File: config.mk
export PLATFORM = sky130hd
export DESIGN_NAME = pcb_ctl
export DESIGN_NICKNAME = d
export VERILOG_FILES = /design/src/sv/pcb_pkg.sv /design/src/sv/pcb_ctl.sv
export SDC_FILE = /design/constraint.sdc
export NUM_CORES = 1
export LEC_CHECK = 0
export BUFFER_PORTS_ARGS = -buffer_cell sky130_fd_sc_hd__buf_2
export CORE_AREA = 2 2 39 41
export DETAILED_ROUTE_END_ITERATION = 7
export DIE_AREA = 0 0 41 43
export GPL_ROUTABILITY_DRIVEN = 0
export MAX_ROUTING_LAYER = met4
export PLACE_DENSITY = 0.47
export SYNTH_ARGS = -nofsm -noshare
export SYNTH_HDL_FRONTEND = slang
export SYNTH_SLANG_ARGS = --single-unit
export TNS_END_PERCENT = 100
File: constraint.sdc
create_clock -name clk -period 1.8 [get_ports clk]
set_input_delay 0.36 -clock clk [delete_from_list [all_inputs] [get_ports clk]]
set_output_delay 0.36 -clock clk [all_outputs]
set_load 0.02 [all_outputs]
File: src/sv/pcb_pkg.sv
// shared types and constants for the particle cell binning block
`default_nettype none

package pcb_pkg;

  localparam int POS_W   = 32;
  localparam int SCALE_W = 32;
  localparam int PACK_W  = 48;
  localparam int IDX_W   = 48;
  localparam int CFG_IDX_W = 3;
  localparam int NSTG    = 5;

  localparam logic [SCALE_W-1:0] SCALE_RST = 32'h0001_0000;
  localparam logic [PACK_W-1:0]  OFFS_RST  = 48'h0000_0000_0000;
  localparam logic [PACK_W-1:0]  DIMS_RST  = 48'h0001_0001_0001;
  localparam logic [PACK_W-1:0]  SIDES_RST = 48'h0001_0001_0001;

  typedef logic signed [POS_W-1:0] pos_t;
  typedef logic [SCALE_W-1:0]      scale_t;
  typedef logic [PACK_W-1:0]       pack_t;
  typedef logic [IDX_W-1:0]        index_t;

  typedef enum logic [1:0] {
    ST_OK         = 2'd0,
    ST_ABOVE      = 2'd1,
    ST_BELOW      = 2'd2,
    ST_NEG_GLOBAL = 2'd3
  } status_t;

  typedef enum logic [CFG_IDX_W-1:0] {
    CFG_SCALE_X     = 3'd0,
    CFG_SCALE_Y     = 3'd1,
    CFG_SCALE_Z     = 3'd2,
    CFG_SUB_OFFSETS = 3'd3,
    CFG_SUB_DIMS    = 3'd4,
    CFG_SIDE_COUNTS = 3'd5
  } cfg_reg_t;

  // load enables for pipeline stages 1..NSTG
  typedef struct packed {
    logic [NSTG:1] en;
  } pipe_ctl_t;

  typedef struct packed {
    logic above;
    logic neg;
    logic zero_dim;
  } axis_flags_t;

endpackage

`default_nettype wire

File: src/sv/pcb_ctl.sv
// valid bits and stall control for the binning pipeline
`default_nettype none

module pcb_ctl (
  input  wire logic               clk,
  input  wire logic               rst_n,
  input  wire logic               in_valid,
  output logic                    in_ready,
  output logic                    out_valid,
  input  wire logic               out_ready,
  output pcb_pkg::pipe_ctl_t      ctl
);

  logic [pcb_pkg::NSTG:1]   vld_r;
  logic [pcb_pkg::NSTG:1]   vld_nxt;
  logic [pcb_pkg::NSTG:1]   prev;
  logic [pcb_pkg::NSTG+1:1] en;

  always_comb begin
    // a stage loads when it is empty or the stage after it moves
    en[pcb_pkg::NSTG+1] = out_ready;
    for (int k = pcb_pkg::NSTG; k >= 1; k--) begin
      en[k] = !vld_r[k] || en[k+1];
    end
    prev    = {vld_r[pcb_pkg::NSTG-1:1], in_valid};
    vld_nxt = vld_r;
    for (int k = 1; k <= pcb_pkg::NSTG; k++) begin
      if (en[k]) begin
        vld_nxt[k] = prev[k];
      end
    end
  end

  always_ff @(posedge clk) begin
    if (!rst_n) begin
      vld_r <= '0;
    end else begin
      vld_r <= vld_nxt;
    end
  end

  assign ctl.en    = en[pcb_pkg::NSTG:1];
  assign in_ready  = en[1];
  assign out_valid = vld_r[pcb_pkg::NSTG];

endmodule

`default_nettype wire

After elaboration in Yosys (flattened, before gate mapping)
Cells that the tools add are included.
{"block": "word_totals", "inputBits": 4, "out_inout_bits": 7, "regBits": 5, "word_cells": 15}
{"block": "op_classes", "n_reduce_logical": 10}
{"operator": "$logic_not 1->1", "n": 5}
{"operator": "$logic_or 1x1->1", "n": 5}

Logic depth before layout (Yosys ltp)
{"block": "depth", "ltp_word": 6, "depth_mapped": 3, "depth_no_buf": 3}

Worst setup path after synthesis
Ideal clock, no wire load.
{"block": "synth_path", "kind": "register to output", "startpoint": "register vld_r[5] (netlist bit)", "endpoint": "output port ctl[0] (netlist bit)", "arrival_time_ns": 1.188, "stages_incl_launch_ff": 4, "t_required_ns": 1.440, "n_path_buf": 1, "path_slack_ns": 0.252, "cell_sequence": "dfxtp_1 and4b_2 nand3_1 buf_4"}
{"block": "synth_between", "elab_chain_len": 6}
{"element": "from (decl)", "line_no": "pcb_ctl.sv:14", "source": "logic [pcb_pkg::NSTG:1] vld_r;"}
{"element": "from (signal assigned)", "line_no": "pcb_ctl.sv:38", "source": "vld_r <= vld_nxt;"}
{"element": "$logic_not 1->1", "line_no": "pcb_ctl.sv:23", "source": "en[k] = !vld_r[k] || en[k+1];"}
{"element": "$logic_or 1x1->1 (5 in a row)", "line_no": "pcb_ctl.sv:23"}
{"element": "to (decl)", "line_no": "pcb_ctl.sv:11", "source": "output pcb_pkg::pipe_ctl_t ctl"}
Every way passes these cells.

Final worst setup path
{"block": "layout_path", "startpoint": "register vld_r[5] (netlist bit)", "endpoint": "output port in_ready"}
{"block": "layout_between", "elab_chain_len": 6}
{"element": "$logic_not 1->1", "line_no": "pcb_ctl.sv:23"}
{"element": "$logic_or 1x1->1 (5 in a row)", "line_no": "pcb_ctl.sv:23"}
{"element": "to (decl)", "line_no": "pcb_ctl.sv:8", "source": "output logic in_ready,"}
Every way passes these cells.

==> impl_metrics.csv <==
group,metric,value,unit
pwr,p_leak,0.122,nW
route,drc_errors,0,
clock_network,clk_latency,0.24,ns
synth,synth.area.top_cells,"dfxtp_1, o21a_1, nand2_1",
synth,synth_top_area_frac,0.476,
cells_and_area,layout-drive-gt1-share,0.500,
route,wl,413,um
die,floorplan.rows,14,
timing,grt_setup_unrepaired,"no",
clock_network,cts_root_buffer,"clkbuf_4",
worst_setup_path,critPathLaunch,"vld_r[5]",
run_status,status,"finished clean",
route,wl_per_cell,7.94,um
route,firstDrtPassIters,2,
timing,min_period,1.50,ns
grt,grt_max_degree,8,
pwr,power_density,864,nW/um^2
worst_setup_path,reg2reg_depth,3,
timing,maxSlewViolCount,0,
worst_setup_path,crit_fanout,4,
grt,grt_overflow,0,
cells_and_area,n_fill_cell,160,
die,coreArea,1380,sq um
timing,setup_viol,0,
synth,yosysMostFrequentCell,"dfxtp_1",
min_path,hold_class,"input pin to flop",
synth,synth_edf_count,0,
synth,ys.warnings.count,0,
timing,fmax,665,MHz
worst_setup_path,worst_setup_path_end_kind,"primary output",
synth,netlist_instances,23,
worst_setup_path,start_kind,"flop",
clock_network,path_clk_slew,0.04,ns
clock_network,clk_path_buf_depth,2,
place,portBuffers,10,
flow_run,maxCapViolCount,0,
timing,hold_ws,0.319,ns
pwr,vdd_ir_drop_max,0.248,mV
route,via_per_inst,3.75,
timing,worst_pin_slew,0.152,ns
synth,synth_nets,27,
synth,synth_cell_types,12,
cells_and_area,top_regs,"vld_r: 5 flops",
clock_network,htree_levels,1,
cells_and_area,nets,41,
grt,antenna_found_initial,0,
clock_network,clkSinkCount,5,
clock_network,postCtsSetupBuffers,0,
cells_and_area,post_layout_nonfiller_instances,52,
worst_setup_path,r2r_start,"vld_r[5]",
clock_network,cts_made_buffers,3,
worst_setup_path,rrSetupSlack,0.92,ns
clock_network,cts_resized,0,
cells_and_area,syn_to_final_growth,42.3,%
timing,clock_skew,0.00166,ns
route,drt-initial-drc-count,2,
timing,hold_viol_final,0,
place,place_inst,48,
timing,fin_crit_sh,0.836,
grt,grt_pass1_vias,181,
synth,netlist_area,210,sq um
synth,synth_common_cells,"dfxtp_1, nand2_1, o21a_1",
worst_setup_path,arrival,1.14,ns
timing,relSlewSlack,0.899,
synth,synth_top_area_cell,"dfxtp_1",
synth,synthArstFlopShare,0,
grt,grt_pass1_wl,676,um
synth,synth-seq-area-share,0.476,
synth,ys.flop_type,"dfxtp_1",
worst_setup_path,cp.required,1.44,ns
cells_and_area,largest_reg_flops,5,
die,dieArea,1760,sq um
grt,track_usage,0.0688,
die,initial_core_util,0.152,
worst_setup_path,endpoint,"in_ready",
route,ant_nets,0,
worst_setup_path,path_class,"flop to primary output",
timing,final.setup.tns,0,ns
clock_network,postCtsHoldBufs,0,
die,die_h,43,um
clock_network,cts_tree,"yes",
route,via_count,195,
cells_and_area,max_flop_register,"vld_r",
cells_and_area,antennaDiodeCount,0,
synth,synth.avg_cell_area,9.14,sq um
die,die_x,41,um
place,hpwl,326,um
worst_setup_path,r2r_end,"vld_r[2]",
die,io_pins,11,
synth,yosys_register_bits,5,
-- how the worst min path moves through the flow --
stage                     startpoint       end  depth (start not counted)
after floorplan             vld_r[3]  vld_r[4]                          1
after global placement      vld_r[3]  vld_r[4]                          1
after detailed placement    vld_r[3]  vld_r[4]                          1
after CTS                   in_valid  vld_r[1]                          3
after global routing        in_valid  vld_r[1]                          3
final                       in_valid  vld_r[1]                          3
-- final cells by class --
type                       instances  area (sq um)  area share
sequential                         5           100       0.335
multi-input combinational         14          91.3       0.305
timing repair buffer              10          50.0       0.167
clock buffer                       4          26.3      0.0879
tap                               16          20.0      0.0669
inverter                           3          11.3      0.0377
-- power by group --
part	switching, W	leakage, nW	internal, W
logic	0.00000528	0.0657	0.00000574
registers	0.00000258	0.0409	0.000115
clock network	0.0000463	0.0150	0.0000838
total	0.0000541	0.122	0.000204
-- layout by cell type (no fill, tap or decap) --
cell      netlist  layout
and2b_2         1       1
and3b_2         1       1
and4b_2         1       1
buf_2           0      10
clkbuf_1        0       1
clkbuf_4        0       3
dfxtp_1         5       5
inv_1           2       2
inv_2           1       1
nand2_1         4       4
nand3_1         2       2
o21a_1          3       3
o21ai_1         1       1
o21ai_2         1       1
-- worst max-delay path: stages, from the launching register on --
cell,delay [ns]
dfxtp_1,0.35
and4b_2,0.29
nand3_1,0.10
buf_2,0.17
-- layer usage --
layer / part of all wire / track usage
met4: 0.019 / 0.100
met3: 0.063 / 0.0471
met5: 0 / -
met1: 0.40 / 0.0543
met2: 0.51 / 0.0813
-- cells by family (layout without fill, tap and decap cells) --
group / after synthesis / in the layout / share of synthesized area
flip-flops: 5 / 5 / 0.476
AO/OA/AOI/OAI: 5 / 5 / 0.173
buffers and inverters: 4 / 17 / 0.0893
AND/OR/NAND/NOR: 9 / 9 / 0.262
-- through the flow --
stage / setup slack, ns / util / total power [W] / instance area (sq um)
2_1_floorplan: 0.252 / - / 0.000124 / 210
3_3_place_gp: 0.394 / 0.197 / 0.000130 / 273
3_5_place_dp: 0.387 / 0.197 / 0.000130 / 273
4_1_cts: 0.263 / 0.216 / 0.000265 / 299
5_1_grt: 0.194 / 0.216 / 0.000275 / 299
6_report: 0.296 / 0.216 / 0.000258 / 299
No activity file was read; power rests on OpenSTA's default activity.
