--- src/sv/pcb_pkg.sv ---
// shared types and constants for the particle cell binning block
`default_nettype none

package pcb_pkg;

  localparam int POS_W   = 32;
  localparam int SCALE_W = 32;
  localparam int PACK_W  = 48;
  localparam int IDX_W   = 48;
  localparam int CFG_IDX_W = 3;
  localparam int NSTG    = 5;

  localparam logic [SCALE_W-1:0] SCALE_RST = 32'h0001_0000;
  localparam logic [PACK_W-1:0]  OFFS_RST  = 48'h0000_0000_0000;
  localparam logic [PACK_W-1:0]  DIMS_RST  = 48'h0001_0001_0001;
  localparam logic [PACK_W-1:0]  SIDES_RST = 48'h0001_0001_0001;

  typedef logic signed [POS_W-1:0] pos_t;
  typedef logic [SCALE_W-1:0]      scale_t;
  typedef logic [PACK_W-1:0]       pack_t;
  typedef logic [IDX_W-1:0]        index_t;

  typedef enum logic [1:0] {
    ST_OK         = 2'd0,
    ST_ABOVE      = 2'd1,
    ST_BELOW      = 2'd2,
    ST_NEG_GLOBAL = 2'd3
  } status_t;

  typedef enum logic [CFG_IDX_W-1:0] {
    CFG_SCALE_X     = 3'd0,
    CFG_SCALE_Y     = 3'd1,
    CFG_SCALE_Z     = 3'd2,
    CFG_SUB_OFFSETS = 3'd3,
    CFG_SUB_DIMS    = 3'd4,
    CFG_SIDE_COUNTS = 3'd5
  } cfg_reg_t;

  // load enables for pipeline stages 1..NSTG
  typedef struct packed {
    logic [NSTG:1] en;
  } pipe_ctl_t;

  typedef struct packed {
    logic above;
    logic neg;
    logic zero_dim;
  } axis_flags_t;

endpackage

`default_nettype wire

--- src/sv/pcb_linear.sv ---
// linear cell indices from per-axis coordinates, status and error zeroing
`default_nettype none

module pcb_linear #(
  parameter int AXIS_BITS = 16
) (
  input  wire logic                  clk,
  input  wire pcb_pkg::pipe_ctl_t    ctl,
  input  wire logic [AXIS_BITS-1:0]  lx,
  input  wire logic [AXIS_BITS-1:0]  ly,
  input  wire logic [AXIS_BITS-1:0]  lz,
  input  wire logic [AXIS_BITS:0]    gx,
  input  wire logic [AXIS_BITS:0]    gy,
  input  wire logic [AXIS_BITS:0]    gz,
  input  wire pcb_pkg::axis_flags_t  fx,
  input  wire pcb_pkg::axis_flags_t  fy,
  input  wire pcb_pkg::axis_flags_t  fz,
  input  wire logic [AXIS_BITS-1:0]  dx,
  input  wire logic [AXIS_BITS-1:0]  dy,
  input  wire logic [AXIS_BITS-1:0]  sx,
  input  wire logic [AXIS_BITS-1:0]  sy,
  output pcb_pkg::index_t            local_index,
  output pcb_pkg::index_t            global_index,
  output pcb_pkg::status_t           status
);

  localparam int A = AXIS_BITS;

  // stage 4: inner products and error status
  logic [2*A-1:0]        lp;
  logic [2*A:0]          gp;
  logic [2*A:0]          lin_r;
  logic [2*A+1:0]        gin_r;
  logic [A-1:0]          lx4_r;
  logic [A:0]            gx4_r;
  pcb_pkg::status_t      st4_nxt;
  pcb_pkg::status_t      st4_r;

  always_comb begin
    lp = dy * lz;
    gp = sy * gz;
    priority if (fx.above || fy.above || fz.above) begin
      st4_nxt = pcb_pkg::ST_ABOVE;
    end else if (fx.neg || fy.neg || fz.neg ||
                 fx.zero_dim || fy.zero_dim || fz.zero_dim) begin
      st4_nxt = pcb_pkg::ST_BELOW;
    end else begin
      st4_nxt = pcb_pkg::ST_OK;
    end
  end

  always_ff @(posedge clk) begin
    if (ctl.en[4]) begin
      lin_r <= {1'b0, lp} + {{(A+1){1'b0}}, ly};
      gin_r <= {1'b0, gp} + {{(A+1){1'b0}}, gy};
      lx4_r <= lx;
      gx4_r <= gx;
      st4_r <= st4_nxt;
    end
  end

  // stage 5: outer products, wrap to 64 bits, sign check of global index
  logic [3*A:0]          lprod;
  logic [3*A+1:0]        lfull;
  logic [3*A+1:0]        gprod;
  logic [3*A+2:0]        gfull;
  logic [3*A+1+pcb_pkg::IDX_W:0] lwide;
  logic [3*A+2+64:0]     gwide;
  logic [63:0]           g64;
  pcb_pkg::index_t       lidx_nxt;
  pcb_pkg::index_t       gidx_nxt;
  pcb_pkg::status_t      st_nxt;

  always_comb begin
    lprod = dx * lin_r;
    lfull = {1'b0, lprod} + {{(2*A+2){1'b0}}, lx4_r};
    gprod = sx * gin_r;
    gfull = {1'b0, gprod} + {{(2*A+2){1'b0}}, gx4_r};
    lwide = {{pcb_pkg::IDX_W{1'b0}}, lfull};
    gwide = {64'b0, gfull};
    g64   = gwide[63:0];
    lidx_nxt = '0;
    gidx_nxt = '0;
    if (st4_r != pcb_pkg::ST_OK) begin
      st_nxt = st4_r;
    end else if (g64[63]) begin
      st_nxt = pcb_pkg::ST_NEG_GLOBAL;
    end else begin
      st_nxt   = pcb_pkg::ST_OK;
      lidx_nxt = lwide[pcb_pkg::IDX_W-1:0];
      gidx_nxt = g64[pcb_pkg::IDX_W-1:0];
    end
  end

  always_ff @(posedge clk) begin
    if (ctl.en[5]) begin
      local_index  <= lidx_nxt;
      global_index <= gidx_nxt;
      status       <= st_nxt;
    end
  end

endmodule

`default_nettype wire

--- config.mk ---
export PLATFORM = sky130hd
export DESIGN_NAME = pcb_linear
export DESIGN_NICKNAME = d
export VERILOG_FILES = /design/src/sv/pcb_pkg.sv /design/src/sv/pcb_linear.sv
export SDC_FILE = /design/constraint.sdc
export NUM_CORES = 2
export LEC_CHECK = 0
export ABC_AREA = 1
export BUFFER_PORTS_ARGS = -buffer_cell sky130_fd_sc_hd__buf_2
export CORE_AREA = 2 2 228 455
export DETAILED_ROUTE_END_ITERATION = 10
export DIE_AREA = 0 0 230 457
export PLACE_DENSITY = 0.88
export SLEW_MARGIN = 20
export SYNTH_ARGS = -nofsm -noshare
export SYNTH_HDL_FRONTEND = slang
export SYNTH_SLANG_ARGS = --single-unit
--- constraint.sdc ---
create_clock -name clk -period 7.2 [get_ports clk]
set_input_delay 0.36 -clock clk [delete_from_list [all_inputs] [get_ports clk]]
set_output_delay 0.36 -clock clk [all_outputs]
set_load 0.05 [all_outputs]
Word-level counts from Yosys, hierarchy flattened
Cells that the tools add are included. Widths: inputs -> output; s select.

Add/subtract/negate cells: 4. Multipliers: 4. Mux-type cells: 1. Reduce and logical (&&, ||, !) cells: 8.

Operators with widths (number): $add 48x16->48 (1); $add 48x17->48 (1); $mul 16x33->48 (1); $mul 16x34->48 (1); $add 33x17->34 (1); $add 32x16->33 (1); $mul 16x17->33 (1); $mul 16x16->32 (1); $logic_or 1x1->1 (7); $mux 2 (1); $reduce_bool 2->1 (1).

Register bits: 200. Input port bits: 178. Logic and storage cells: 25.

Longest topological paths before layout
Depth after elaboration: 6. Gate-level depth with buffers: 30. Gate-level depth less buffers: 28.

Worst setup path before layout
No wires, ideal clock.

Path type: input -> register. From: input port sy[1]. To: register gin_r[33] (data pin). Library setup time: 252 ps. Arrival time: 5283 ps. Required time: 6948 ps. Setup slack: 1665 ps. Stages on the path: 23. Path buffers: 2. Cell sequence: clkbuf_1 > clkbuf_1 > nand2_1 > fa_1 > inv_1 > fa_1 > inv_1 > fa_1 > inv_1 > fa_1 > inv_1 > fa_1 > inv_1 > fa_1 > ha_1 > a21o_1 > a21oi_1 > o21ai_1 > nand2b_1 > nand2_1 > nand2_1 > nand2_1 > nand2_1.

Longest elaborated chain between the ends: 2.

Ends and longest elaborated chain: start: declaration (line pcb_linear.sv:21) `input wire logic [AXIS_BITS-1:0] sy,`; $mul 16x17->33 (line pcb_linear.sv:41) `gp = sy * gz;`; $add 33x17->34 (line pcb_linear.sv:55) `gin_r <= {1'b0, gp} + {{(A+1){1'b0}}, gy};`; end signal: assignment (line pcb_linear.sv:55); end: declaration (line pcb_linear.sv:33) `logic [2*A+1:0] gin_r;`.

Every way passes these cells. A chain may end at the register's enable or synchronous reset.

Final worst setup path
From: register gin_r[32]. To: register global_index[36] (data pin).

Longest elaborated chain between the ends: 2.

Ends and longest elaborated chain: $mul 16x34->48 (line pcb_linear.sv:77) `gprod = sx * gin_r;`; $add 48x17->48 (line pcb_linear.sv:78) `gfull = {1'b0, gprod} + {{(2*A+2){1'b0}}, gx4_r};`; end signal: assignment (line pcb_linear.sv:98) `global_index <= gidx_nxt;`; end: declaration (line pcb_linear.sv:23) `output pcb_pkg::index_t global_index,`.

Every way passes these cells.

==> flow_metrics.tcl <==
set metrics [dict create \
    status "finished clean" \
    slowest_stage "edfxtp_1" \
    fp.dieW_um 230 \
    hold_viol_final 0 \
    worst_pin_slew_ns 1.117 \
    layout_common_cells "2839 x inv_1, 2603 x nand2_1, 1346 x fa_1" \
    cp_top_family "adder cells" \
    netlist_instances 8771 \
    cap_violations 0 \
    syn_area_um2 65710 \
    nets 10720 \
    clkTransAtPathRegs_ns 0.08 \
    grt_max_degree 64 \
    cpMostUsedCell "fa_1" \
    worstSetupStartpointType "flip-flop" \
    synth.ff_latch_count 200 \
    crit_end "global_index[36]$_SDFFCE_PP0P_" \
    cp.buffers_inverters 4 \
    fin_crit_sh_pct 87.66 \
    crit_path_end_kind "flip-flop" \
    cp_cell_sequence "nand2_1, fa_1, inv_1, fa_1, fa_1, inv_1, fa_1, fa_1, fa_1, inv_1, ha_1, nand2_1, nor2_1, nand2_1, nor2_1, nand4_1, nand3_1, nand2_1, inv_1, nor2_1" \
    gr-total-overflow 0 \
    drv_slew 0 \
    path_depth 20 \
    worst-setup-path-type "reg -> reg" \
    grt_pass1_vias 58650 \
    final_util_pct 67.13 \
    cts_hold_buf 22 \
    synth_seq_area_share_pct 9.139 \
    dp.cells 10010 \
    clock_sinks 200 \
    grt_pass1_wl_um 295500 \
    antenna_found_initial 26 \
    num_io_pins 276 \
    route.detailed.drc 0 \
    vias 54880 \
    die_area_um2 105100 \
    hp-class "in -> reg" \
    cts_tree "yes" \
    avgRoutedWirePerCell_um 18.12 \
    post_cts_buffers 0 \
    slowest_delay_ns 0.92 \
    rows 166 \
    ant_nets 0 \
    ff2ff_setup_slack_ns 0.89 \
    area_delta_synth_final_pct 3.970 \
    yosysUniqueCellTypes 41 \
    gp_congestion 1.009 \
    numCtsBuffers 17 \
    fin_cells 10080 \
    synth-warning-count 0 \
    rsz0062_at_grt "no" \
    worstSetupStartpoint "gin_r[32]$_DFFE_PP_" \
    final_area_um2 68320 \
    hpwl_um 147500 \
    htreeDepth 4 \
    drive_gt1_share_pct 5.287 \
    required_ns 7.49 \
    fmax_ghz 0.1584 \
    viasPerCell 5.445 \
    drtPass1Iterations 8 \
    die_h_um 457 \
    core_um2 101800 \
    final_common_cell "inv_1" \
    avgSynthCellArea_um2 7.492 \
    crit_arrival_ns 6.60 \
    rr_worst_depth 20 \
    tns_ns 0 \
    r2r_start "gin_r[32]$_DFFE_PP_" \
    io_buffer_count 272 \
    wl_um 182600 \
    skew_ns 0.02269 \
    cts-resized-gates 0 \
    grt_usage_pct 36.13 \
    root_buffer "clkbuf_16" \
    setup_viol 0 \
    crit_fanout 17 \
    initial_core_util_pct 64.57 \
    slew_headroom_pct 25.54 \
    clockBufferDepth 2 \
    syn_nets 10780 \
    finalCriticalPeriod_ns 6.311 \
    drtIter0Drc 4928 \
    dpl_cell_area_um2 67450 \
    r2r-end "global_index[36]$_SDFFCE_PP0P_" \
    clk_latency_ns 0.52 \
]
==> layer usage <==
metal	routed length [um]	global-route usage (%)	vias to the layer above
met4	15130	24.59	20
li1	-	-	24230
met2	84720	58.44	3478
met5	115	0	-
met3	21190	8.882	1013
met1	61430	42.47	26140
==> cell families (layout without fill, tap and decap cells) <==
logic type	Yosys count	count (layout)	synth area share (%)
AO/OA/AOI/OAI	248	248	2.089
buffers and inverters	3264	3213	18.65
flip-flops	200	200	9.139
adder cells (fa/ha/maj)	1833	1833	50.28
other	0	14	0
XOR/XNOR	46	46	0.6131
AND/OR/NAND/NOR	3180	3180	19.23
==> synth_stat cells, drive strengths merged <==
cell	n	area, um2
a21oi	141	705.7
o21a	6	45.04
nand3	123	665.6
nand4	38	237.7
buf	5	23.77
o211ai	2	20.02
nand2	2636	9977
clkinv	2	7.510
clkbuf	398	1494
ha	487	6093
inv	2859	10730
or3	1	6.260
nand2b	1	6.260
or2	1	6.260
nand3b	12	90.09
o21ai	63	334.1
nor4	3	18.77
xor2	40	350.3
a21o	14	106.4
edfxtp	200	6006
a31oi	3	18.77
xnor2	6	52.55
o21bai	14	105.1
and2	5	33.78
fa	1346	26950
nor3	35	240.2
nor2	325	1355
a21boi	5	37.54
==> state kept, by name (all words and copies together), names as in the netlist <==
signal and flops:
gin_r 34, st4_r 2, local_index 48, global_index 48, gx4_r 17, lx4_r 16, status 2, lin_r 33
==> worst min path at each step <==
stage	startpoint	to	depth (start not counted)
2_1_floorplan	gx[0]	gx4_r[0]$_DFFE_PP_	0
3_3_place_gp	st4_r[0]$_SDFFCE_PP1P_	status[0]$_SDFFCE_PN0P_	0
3_5_place_dp	st4_r[1]$_SDFFCE_PP0P_	status[1]$_SDFFCE_PN0P_	0
4_1_cts	lx[5]	lx4_r[5]$_DFFE_PP_	1
5_1_grt	gx[13]	gx4_r[13]$_DFFE_PP_	1
6_report	gx[6]	gx4_r[6]$_DFFE_PP_	1
==> cell type report <==
| cell class | instances | area (um2) |
|---|---|---|
| fillers | 8001 | 33450 |
| well taps | 1344 | 1682 |
| flip-flops and latches | 200 | 6006 |
| diodes | 14 | 35.03 |
| multi-input cells | 5307 | 47460 |
| repair buffers | 320 | 1782 |
| clock inverters | 15 | 195.2 |
| inverters | 2861 | 10740 |
| clock buffers | 17 | 425.4 |
==> per-stage QoR <==
stage | hold WS [ns] | setup slack (ns)
after CTS | 0.0009434 | 1.005
after global placement | 0.5047 | 0.9305
after detailed placement | 0.5235 | 0.7786
final | 0.01816 | 0.8888
after global routing | 0.01744 | 0.5919
after floorplan | 0.4589 | 1.665
Power is left out: the tool's default activity adds up to more than one toggle a clock period on the data nets, which glitch-free logic cannot reach.
