==> src/sv/pcb_pkg.sv <==
// shared types and constants for the particle cell binning block
`default_nettype none

package pcb_pkg;

  localparam int POS_W   = 32;
  localparam int SCALE_W = 32;
  localparam int PACK_W  = 48;
  localparam int IDX_W   = 48;
  localparam int CFG_IDX_W = 3;
  localparam int NSTG    = 5;

  localparam logic [SCALE_W-1:0] SCALE_RST = 32'h0001_0000;
  localparam logic [PACK_W-1:0]  OFFS_RST  = 48'h0000_0000_0000;
  localparam logic [PACK_W-1:0]  DIMS_RST  = 48'h0001_0001_0001;
  localparam logic [PACK_W-1:0]  SIDES_RST = 48'h0001_0001_0001;

  typedef logic signed [POS_W-1:0] pos_t;
  typedef logic [SCALE_W-1:0]      scale_t;
  typedef logic [PACK_W-1:0]       pack_t;
  typedef logic [IDX_W-1:0]        index_t;

  typedef enum logic [1:0] {
    ST_OK         = 2'd0,
    ST_ABOVE      = 2'd1,
    ST_BELOW      = 2'd2,
    ST_NEG_GLOBAL = 2'd3
  } status_t;

  typedef enum logic [CFG_IDX_W-1:0] {
    CFG_SCALE_X     = 3'd0,
    CFG_SCALE_Y     = 3'd1,
    CFG_SCALE_Z     = 3'd2,
    CFG_SUB_OFFSETS = 3'd3,
    CFG_SUB_DIMS    = 3'd4,
    CFG_SIDE_COUNTS = 3'd5
  } cfg_reg_t;

  // load enables for pipeline stages 1..NSTG
  typedef struct packed {
    logic [NSTG:1] en;
  } pipe_ctl_t;

  typedef struct packed {
    logic above;
    logic neg;
    logic zero_dim;
  } axis_flags_t;

endpackage

`default_nettype wire

==> src/sv/pcb_axis.sv <==
// one axis: scale multiply, offset and truncate, bound check and clamp
`default_nettype none

module pcb_axis #(
  parameter int AXIS_BITS = 16,
  parameter int FRAC_BITS = 16
) (
  input  wire logic                    clk,
  input  wire pcb_pkg::pipe_ctl_t      ctl,
  input  wire pcb_pkg::pos_t           pos,
  input  wire pcb_pkg::scale_t         scale,
  input  wire logic [AXIS_BITS-1:0]    side,
  input  wire logic [AXIS_BITS-1:0]    off,
  input  wire logic [AXIS_BITS-1:0]    dim,
  output logic [AXIS_BITS-1:0]         loc,
  output logic [AXIS_BITS:0]           glb,
  output pcb_pkg::axis_flags_t         flags
);

  localparam int PW = pcb_pkg::POS_W + pcb_pkg::SCALE_W;
  localparam int SW = AXIS_BITS + 2;
  localparam int BW = SW + 2 * FRAC_BITS - 1;
  localparam int NW = ((BW > PW) ? BW : PW) + 1;
  localparam int LW = NW - 2 * FRAC_BITS;

  // stage 1: signed position times unsigned scale
  logic signed [PW-1:0] prod_nxt;
  logic signed [PW-1:0] prod_r;

  assign prod_nxt = pos * $signed({1'b0, scale});

  always_ff @(posedge clk) begin
    if (ctl.en[1]) begin
      prod_r <= prod_nxt;
    end
  end

  // stage 2: add (side - 2*off)/2 in product units, truncate toward zero
  logic signed [SW-1:0] sterm;
  logic [NW-1:0]        bias;
  logic [NW-1:0]        num;
  logic [LW-1:0]        floor_v;
  logic                 frac_nz;
  logic [LW-1:0]        l_nxt;
  logic [LW-1:0]        l_r;

  always_comb begin
    sterm   = $signed({2'b00, side}) - $signed({1'b0, off, 1'b0});
    bias    = {{(NW-SW){sterm[SW-1]}}, sterm} << (2 * FRAC_BITS - 1);
    num     = {{(NW-PW){prod_r[PW-1]}}, prod_r} + bias;
    floor_v = num[NW-1:2*FRAC_BITS];
    frac_nz = |num[2*FRAC_BITS-1:0];
    l_nxt   = floor_v + {{(LW-1){1'b0}}, num[NW-1] & frac_nz};
  end

  always_ff @(posedge clk) begin
    if (ctl.en[2]) begin
      l_r <= l_nxt;
    end
  end

  // stage 3: bounds and drift clamp
  logic [LW-1:0]          dim_ext;
  logic                   eq_dim;
  logic [AXIS_BITS-1:0]   loc_nxt;
  pcb_pkg::axis_flags_t   flags_nxt;

  always_comb begin
    dim_ext            = {{(LW-AXIS_BITS){1'b0}}, dim};
    eq_dim             = (l_r == dim_ext);
    flags_nxt.above    = $signed(l_r) > $signed(dim_ext);
    flags_nxt.neg      = l_r[LW-1];
    flags_nxt.zero_dim = eq_dim && (dim == '0);
    loc_nxt            = eq_dim ? (l_r[AXIS_BITS-1:0] - AXIS_BITS'(1)) : l_r[AXIS_BITS-1:0];
  end

  always_ff @(posedge clk) begin
    if (ctl.en[3]) begin
      loc   <= loc_nxt;
      glb   <= {1'b0, loc_nxt} + {1'b0, off};
      flags <= flags_nxt;
    end
  end

endmodule

`default_nettype wire

==> config.mk <==
export PLATFORM = sky130hd
export DESIGN_NAME = pcb_axis
export DESIGN_NICKNAME = d
export VERILOG_FILES = /design/src/sv/pcb_pkg.sv /design/src/sv/pcb_axis.sv
export SDC_FILE = /design/constraint.sdc
export NUM_CORES = 2
export LEC_CHECK = 0
export BUFFER_PORTS_ARGS = -buffer_cell sky130_fd_sc_hd__buf_2
export CAP_MARGIN = 20
export CORE_UTILIZATION = 60
export DETAILED_ROUTE_END_ITERATION = 6
export PLACE_DENSITY = 0.78
export SYNTH_ARGS = -nofsm -noshare
export SYNTH_HDL_FRONTEND = slang
export SYNTH_SLANG_ARGS = --single-unit
==> constraint.sdc <==
create_clock -name clk -period 9.7 [get_ports clk]
set_input_delay 1.455 -clock clk [delete_from_list [all_inputs] [get_ports clk]]
set_output_delay 1.455 -clock clk [all_outputs]
set_load 0.1 [all_outputs]
Word level (Yosys, flattened, before mapping)
Cells that the tools add are included.

Flip-flop bits (word level): 133. Logic and storage cells: 20.

Add/subtract/negate cells: 5. $mul: 1. $lt $le $gt $ge: 1. Equality and inequality tests: 1. Muxes and demuxes: 1. Bitwise gates (word level): 1. Reductions and logical operators: 3.

Operators by type and width (count): 64-bit by 49-bit adder with 65-bit output (1); 32-bit by 33-bit multiplier with 64-bit output (1); 33-bit by 1-bit adder with 33-bit output (1); 33-bit by 16-bit == test with 1-bit output (1); 33-bit by 17-bit > comparator with 1-bit output (1); 32-bit OR reduction (1); 16-bit by 17-bit subtractor with 18-bit output (1); 16-bit by 16-bit adder with 17-bit output (1); 16-bit zero test (1); 16-bit 2-to-1 mux (1); 16-bit by 1-bit subtractor with 16-bit output, second input constant (1); 1-bit AND (1); 1-bit logical AND (1).

Longest topological paths before layout
Depth in word-level cells: 5. Gate-level depth with buffers: 34. Depth with buffers taken out: 33.

Least setup slack after synthesis
OpenSTA, ideal clock, no wires.

Kind: input port to flip-flop. From: input port scale[15]. To: register prod_r[57] (data pin). Library setup time: 267 ps. Data arrival time: 8309 ps. Required time: 9433 ps. Path slack: 1124 ps. Stages: 25. Path buffers: 2. Cell sequence: clkbuf_1 -> and2_1 -> fa_1 -> fa_1 -> inv_1 -> fa_1 -> fa_1 -> inv_1 -> fa_1 -> inv_1 -> fa_1 -> inv_1 -> fa_1 -> fa_1 -> ha_1 -> clkbuf_1 -> a21o_1 -> o21bai_1 -> o21bai_1 -> nor3b_1 -> or2_2 -> o31ai_1 -> a31oi_1 -> o311ai_0 -> xnor2_1.

Word-level cells in the longest chain between the ends: 1.

RTL lines: start: declaration (RTL line pcb_axis.sv:11) `input wire pcb_pkg::scale_t scale,`; 32-bit by 33-bit multiplier with 64-bit output (RTL line pcb_axis.sv:30) `assign prod_nxt = pos * $signed({1'b0, scale});`; net prod_nxt[57] (RTL line pcb_axis.sv:27) `logic signed [PW-1:0] prod_nxt;`; end signal: assignment (RTL line pcb_axis.sv:34) `prod_r <= prod_nxt;`; end: declaration (RTL line pcb_axis.sv:28) `logic signed [PW-1:0] prod_r;`.

The timed path passes the listed nets, and every way through them passes these cells. A chain may end at the register's enable or synchronous reset.

Worst setup path in the final report
From: input port scale[6]. To: register prod_r[57] (data pin).

Same word-level chain as after synthesis.

==> run_summary.xml <==
<?xml version="1.0" encoding="UTF-8"?>
<metrics>
  <group name="routing">
    <metric name="drt-vias-per-instance" unit="">5.65</metric>
    <metric name="dr.first_iter.drc_count" unit="">2422</metric>
    <metric name="wire_per_inst" unit="um">19.3</metric>
    <metric name="wl" unit="um">108000</metric>
    <metric name="postRouteAntennaNets" unit="">0</metric>
    <metric name="vias" unit="">31600</metric>
    <metric name="dr.pass1.iters" unit="">6</metric>
    <metric name="drc" unit="">0</metric>
  </group>
  <group name="synthesis">
    <metric name="synthCells" unit="">4603</metric>
    <metric name="post_synth.cell_area_avg" unit="um2">9.28</metric>
    <metric name="synth-seq-area-share" unit="%">9.34</metric>
    <metric name="mappedNetlistNets" unit="">5995</metric>
    <metric name="ff_latch_count_synth" unit="">133</metric>
    <metric name="synth_cell_types" unit="">80</metric>
    <metric name="synth_warnings" unit="">0</metric>
    <metric name="ys_dominant_reg_cell" unit="">sky130_fd_sc_hd__edfxtp_1</metric>
    <metric name="synth-async-reset-ratio" unit="%">0</metric>
    <metric name="edff_count_synth" unit="">133</metric>
    <metric name="synth_area" unit="mm2">0.0427</metric>
  </group>
  <group name="floorplan">
    <metric name="io_pins" unit="">154</metric>
    <metric name="dieHeight" unit="um">269</metric>
    <metric name="floorplan.die_area" unit="mm2">0.0723</metric>
    <metric name="starting_density" unit="%">60.8</metric>
    <metric name="design.core.area" unit="mm2">0.0703</metric>
    <metric name="row_count" unit="">97</metric>
    <metric name="chipWidth" unit="um">269</metric>
  </group>
  <group name="min_path">
    <metric name="hold_path_class" unit="">reg2reg</metric>
  </group>
  <group name="clock_network">
    <metric name="cts-buffers-inserted" unit="">17</metric>
    <metric name="cts_root_buf" unit="">sky130_fd_sc_hd__clkbuf_16</metric>
    <metric name="cts_tree" unit="">yes</metric>
    <metric name="h-tree-depth" unit="">4</metric>
    <metric name="clock_sinks" unit="">133</metric>
    <metric name="cts_setup_buffers" unit="">0</metric>
    <metric name="postCtsResizedCells" unit="">0</metric>
    <metric name="cts.clk_slew.worst_paths" unit="ns">0.06</metric>
    <metric name="postCtsHoldBufs" unit="">0</metric>
    <metric name="clock_latency_reported_for_the_late_side_of_the_worst_skew_pair" unit="ns">0.42</metric>
    <metric name="cts-root-to-sink-buffers" unit="">2</metric>
  </group>
  <group name="timing">
    <metric name="slew_headroom" unit="%">36.7</metric>
    <metric name="finalSetupViolations" unit="">0</metric>
    <metric name="setup_repair_after_global_routing_missed_its_margin" unit="">false</metric>
    <metric name="maxClockFrequency" unit="MHz">110</metric>
    <metric name="tns" unit="ns">0</metric>
    <metric name="final-hold-violation-count" unit="">0</metric>
    <metric name="final-max-slew-violation-count" unit="">0</metric>
    <metric name="final.setup_skew" unit="ns">0.0128</metric>
    <metric name="actual_slew_at_the_worst_max_slew_pin" unit="ns">0.950</metric>
    <metric name="layout_worst_path_cycle_share" unit="%">94.1</metric>
    <metric name="post-route-min-period" unit="ns">9.13</metric>
  </group>
  <group name="placed_design">
    <metric name="globalplace.congestion" unit="">0.931</metric>
    <metric name="port_buffers" unit="">151</metric>
    <metric name="dp_hpwl" unit="um">88600</metric>
  </group>
  <group name="finish">
    <metric name="drive_gt1_share" unit="%">6.56</metric>
    <metric name="final_net_count" unit="">6026</metric>
    <metric name="areaGrowthSynthToFinish" unit="%">5.66</metric>
    <metric name="fillCellCount" unit="">5736</metric>
  </group>
  <group name="grt">
    <metric name="grt_max_degree" unit="">65</metric>
    <metric name="grt_first_pass_wirelength" unit="um">176000</metric>
    <metric name="grt_pass1_vias" unit="">33800</metric>
    <metric name="number_of_antenna_violations_at_the_first_check_in_global_routing" unit="">3</metric>
    <metric name="groute.usage.overall" unit="%">31.5</metric>
    <metric name="grt_overflow" unit="">0</metric>
  </group>
  <group name="worst_setup_path">
    <metric name="arr_time_crit_path" unit="ns">9.29</metric>
    <metric name="timing_worst_setup_path_type" unit="">in2reg</metric>
    <metric name="critical_path.startpoint_type" unit="">primary input</metric>
    <metric name="setup.worst_path.end_class" unit="">flop</metric>
    <metric name="critical_path.max_fanout" unit="">32</metric>
    <metric name="required_time_worst_endpoint" unit="ns">9.86</metric>
  </group>
  <group name="run">
    <metric name="maxCapViolCount" unit="">0</metric>
  </group>
  <group name="status">
    <metric name="status" unit="">complete, no violations</metric>
  </group>
</metrics>
[synth_stat cells, drive strengths merged (18+ instances only)]
library cell	number	area, um2
nand3	36	180
o21a	24	188
clkbuf	225	845
edfxtp	133	3990
nand2b	22	138
a21o	58	435
and2	584	3650
ha	374	4680
nand4	40	256
nor2	103	387
nor4	29	203
xor2	46	410
fa	900	18000
o21bai	18	135
xnor2	103	917
inv	980	3680
nand2	499	1870
o21ai	70	350
a21oi	112	572
nor3	38	190
[routing by layer]
| layer | track usage, % | wire, um |
|---|---|---|
| met1 | 41.5 | 42800 |
| met4 | 11.6 | 4010 |
| met2 | 51.4 | 50700 |
| met3 | 6.68 | 10300 |
| met5 | 0.203 | 0 |
[logic make-up after synthesis]
logic type | after synthesis | share of synthesized area [%]
and+or+nand+nor | 1434 | 17.5
muxes | 4 | 0.0937
adders and majority gates | 1274 | 53.1
buffers and inverters | 1214 | 10.7
AOI/OAI and AO/OA | 395 | 6.13
DFF | 133 | 9.34
xor gates and xnor gates | 149 | 3.11
[worst max-delay path: stages]
cell and delay [ns]:
sky130_fd_sc_hd__buf_2 0.71, sky130_fd_sc_hd__nand2_1 0.18, sky130_fd_sc_hd__fa_1 0.48, sky130_fd_sc_hd__fa_1 0.47
sky130_fd_sc_hd__fa_1 0.51, sky130_fd_sc_hd__inv_1 0.06, sky130_fd_sc_hd__fa_1 0.50, sky130_fd_sc_hd__inv_1 0.05
sky130_fd_sc_hd__fa_1 0.60, sky130_fd_sc_hd__fa_1 0.45, sky130_fd_sc_hd__fa_1 0.46, sky130_fd_sc_hd__fa_1 0.56
sky130_fd_sc_hd__inv_1 0.06, sky130_fd_sc_hd__ha_1 0.40, sky130_fd_sc_hd__a21oi_1 0.13, sky130_fd_sc_hd__o21ai_0 0.32
sky130_fd_sc_hd__a21oi_1 0.13, sky130_fd_sc_hd__o221a_2 0.26, sky130_fd_sc_hd__o21ai_0 0.31, sky130_fd_sc_hd__a221oi_1 0.15
sky130_fd_sc_hd__o31ai_1 0.22, sky130_fd_sc_hd__a31oi_1 0.24, sky130_fd_sc_hd__o311ai_0 0.46, sky130_fd_sc_hd__xnor2_1 0.12
[worst paths after layout]
| kind | from | end | slack [ns] | cells after the start |
|---|---|---|---|---|
| setup reg to reg | prod_r[32] | l_r[29] | 4.16 | 19 |
| setup / recovery | scale[6] | prod_r[57] | 0.57 | 24 |
| hold / removal | l_r[32] | flags[1] | 0.63 | 0 |
| hold reg to reg | l_r[32] | flags[1] | 0.63 | 0 |
[state kept, by name, summed over array words and instances, names as in the netlist]
signal	flops
prod_r	64
l_r	33
glb	17
loc	16
flags	3
[cells in the final DEF (no fill, tap or decap), types with 17 or more instances in the layout]
cell type                   netlist  final
sky130_fd_sc_hd__inv_1          980    980
sky130_fd_sc_hd__fa_1           900    900
sky130_fd_sc_hd__and2_1         584    584
sky130_fd_sc_hd__nand2_1        499    499
sky130_fd_sc_hd__ha_1           374    374
sky130_fd_sc_hd__buf_2            9    151
sky130_fd_sc_hd__edfxtp_1       133    133
sky130_fd_sc_hd__a21oi_1        111    111
sky130_fd_sc_hd__nor2_1         103    103
sky130_fd_sc_hd__xnor2_1        101    101
sky130_fd_sc_hd__buf_4            0     89
sky130_fd_sc_hd__o21ai_0         64     64
sky130_fd_sc_hd__a21o_1          58     58
sky130_fd_sc_hd__xor2_1          45     45
sky130_fd_sc_hd__nand4_1         39     39
sky130_fd_sc_hd__nor3_1          38     38
sky130_fd_sc_hd__nand3_1         36     36
sky130_fd_sc_hd__nor4_1          27     27
sky130_fd_sc_hd__o21a_1          23     23
sky130_fd_sc_hd__nand2b_1        22     22
sky130_fd_sc_hd__o21bai_1        18     18
sky130_fd_sc_hd__clkbuf_16        0     17
[metrics by stage]
stage          instance area, um2  setup WS (ns)  util (%)  hold slack (ns)  std cells
3_3_place_gp                44600          0.321      63.4            0.620       5555
2_1_floorplan               42700           1.12         -            0.453       4603
5_1_grt                     45100          0.155      64.2            0.633       5587
6_report                    45200          0.570      64.3            0.634       5590
4_1_cts                     45100          0.657      64.2            0.635       5587
3_5_place_dp                44600          0.240      63.4            0.623       5555
[final cells by class]
class,count,area (um2),area share (%)
Multi-Input combinational cell,3256,34200,75.7
Sequential cell,133,3990,8.84
Antenna cell,3,7.51,0.0166
Tap cell,940,1180,2.60
Clock inverter,15,154,0.341
Inverter,980,3680,8.15
Timing Repair Buffer,246,1540,3.42
Clock buffer,17,425,0.942
Power is left out: the tool's default activity adds up to more than one toggle a clock period on the data nets, which glitch-free logic cannot reach.
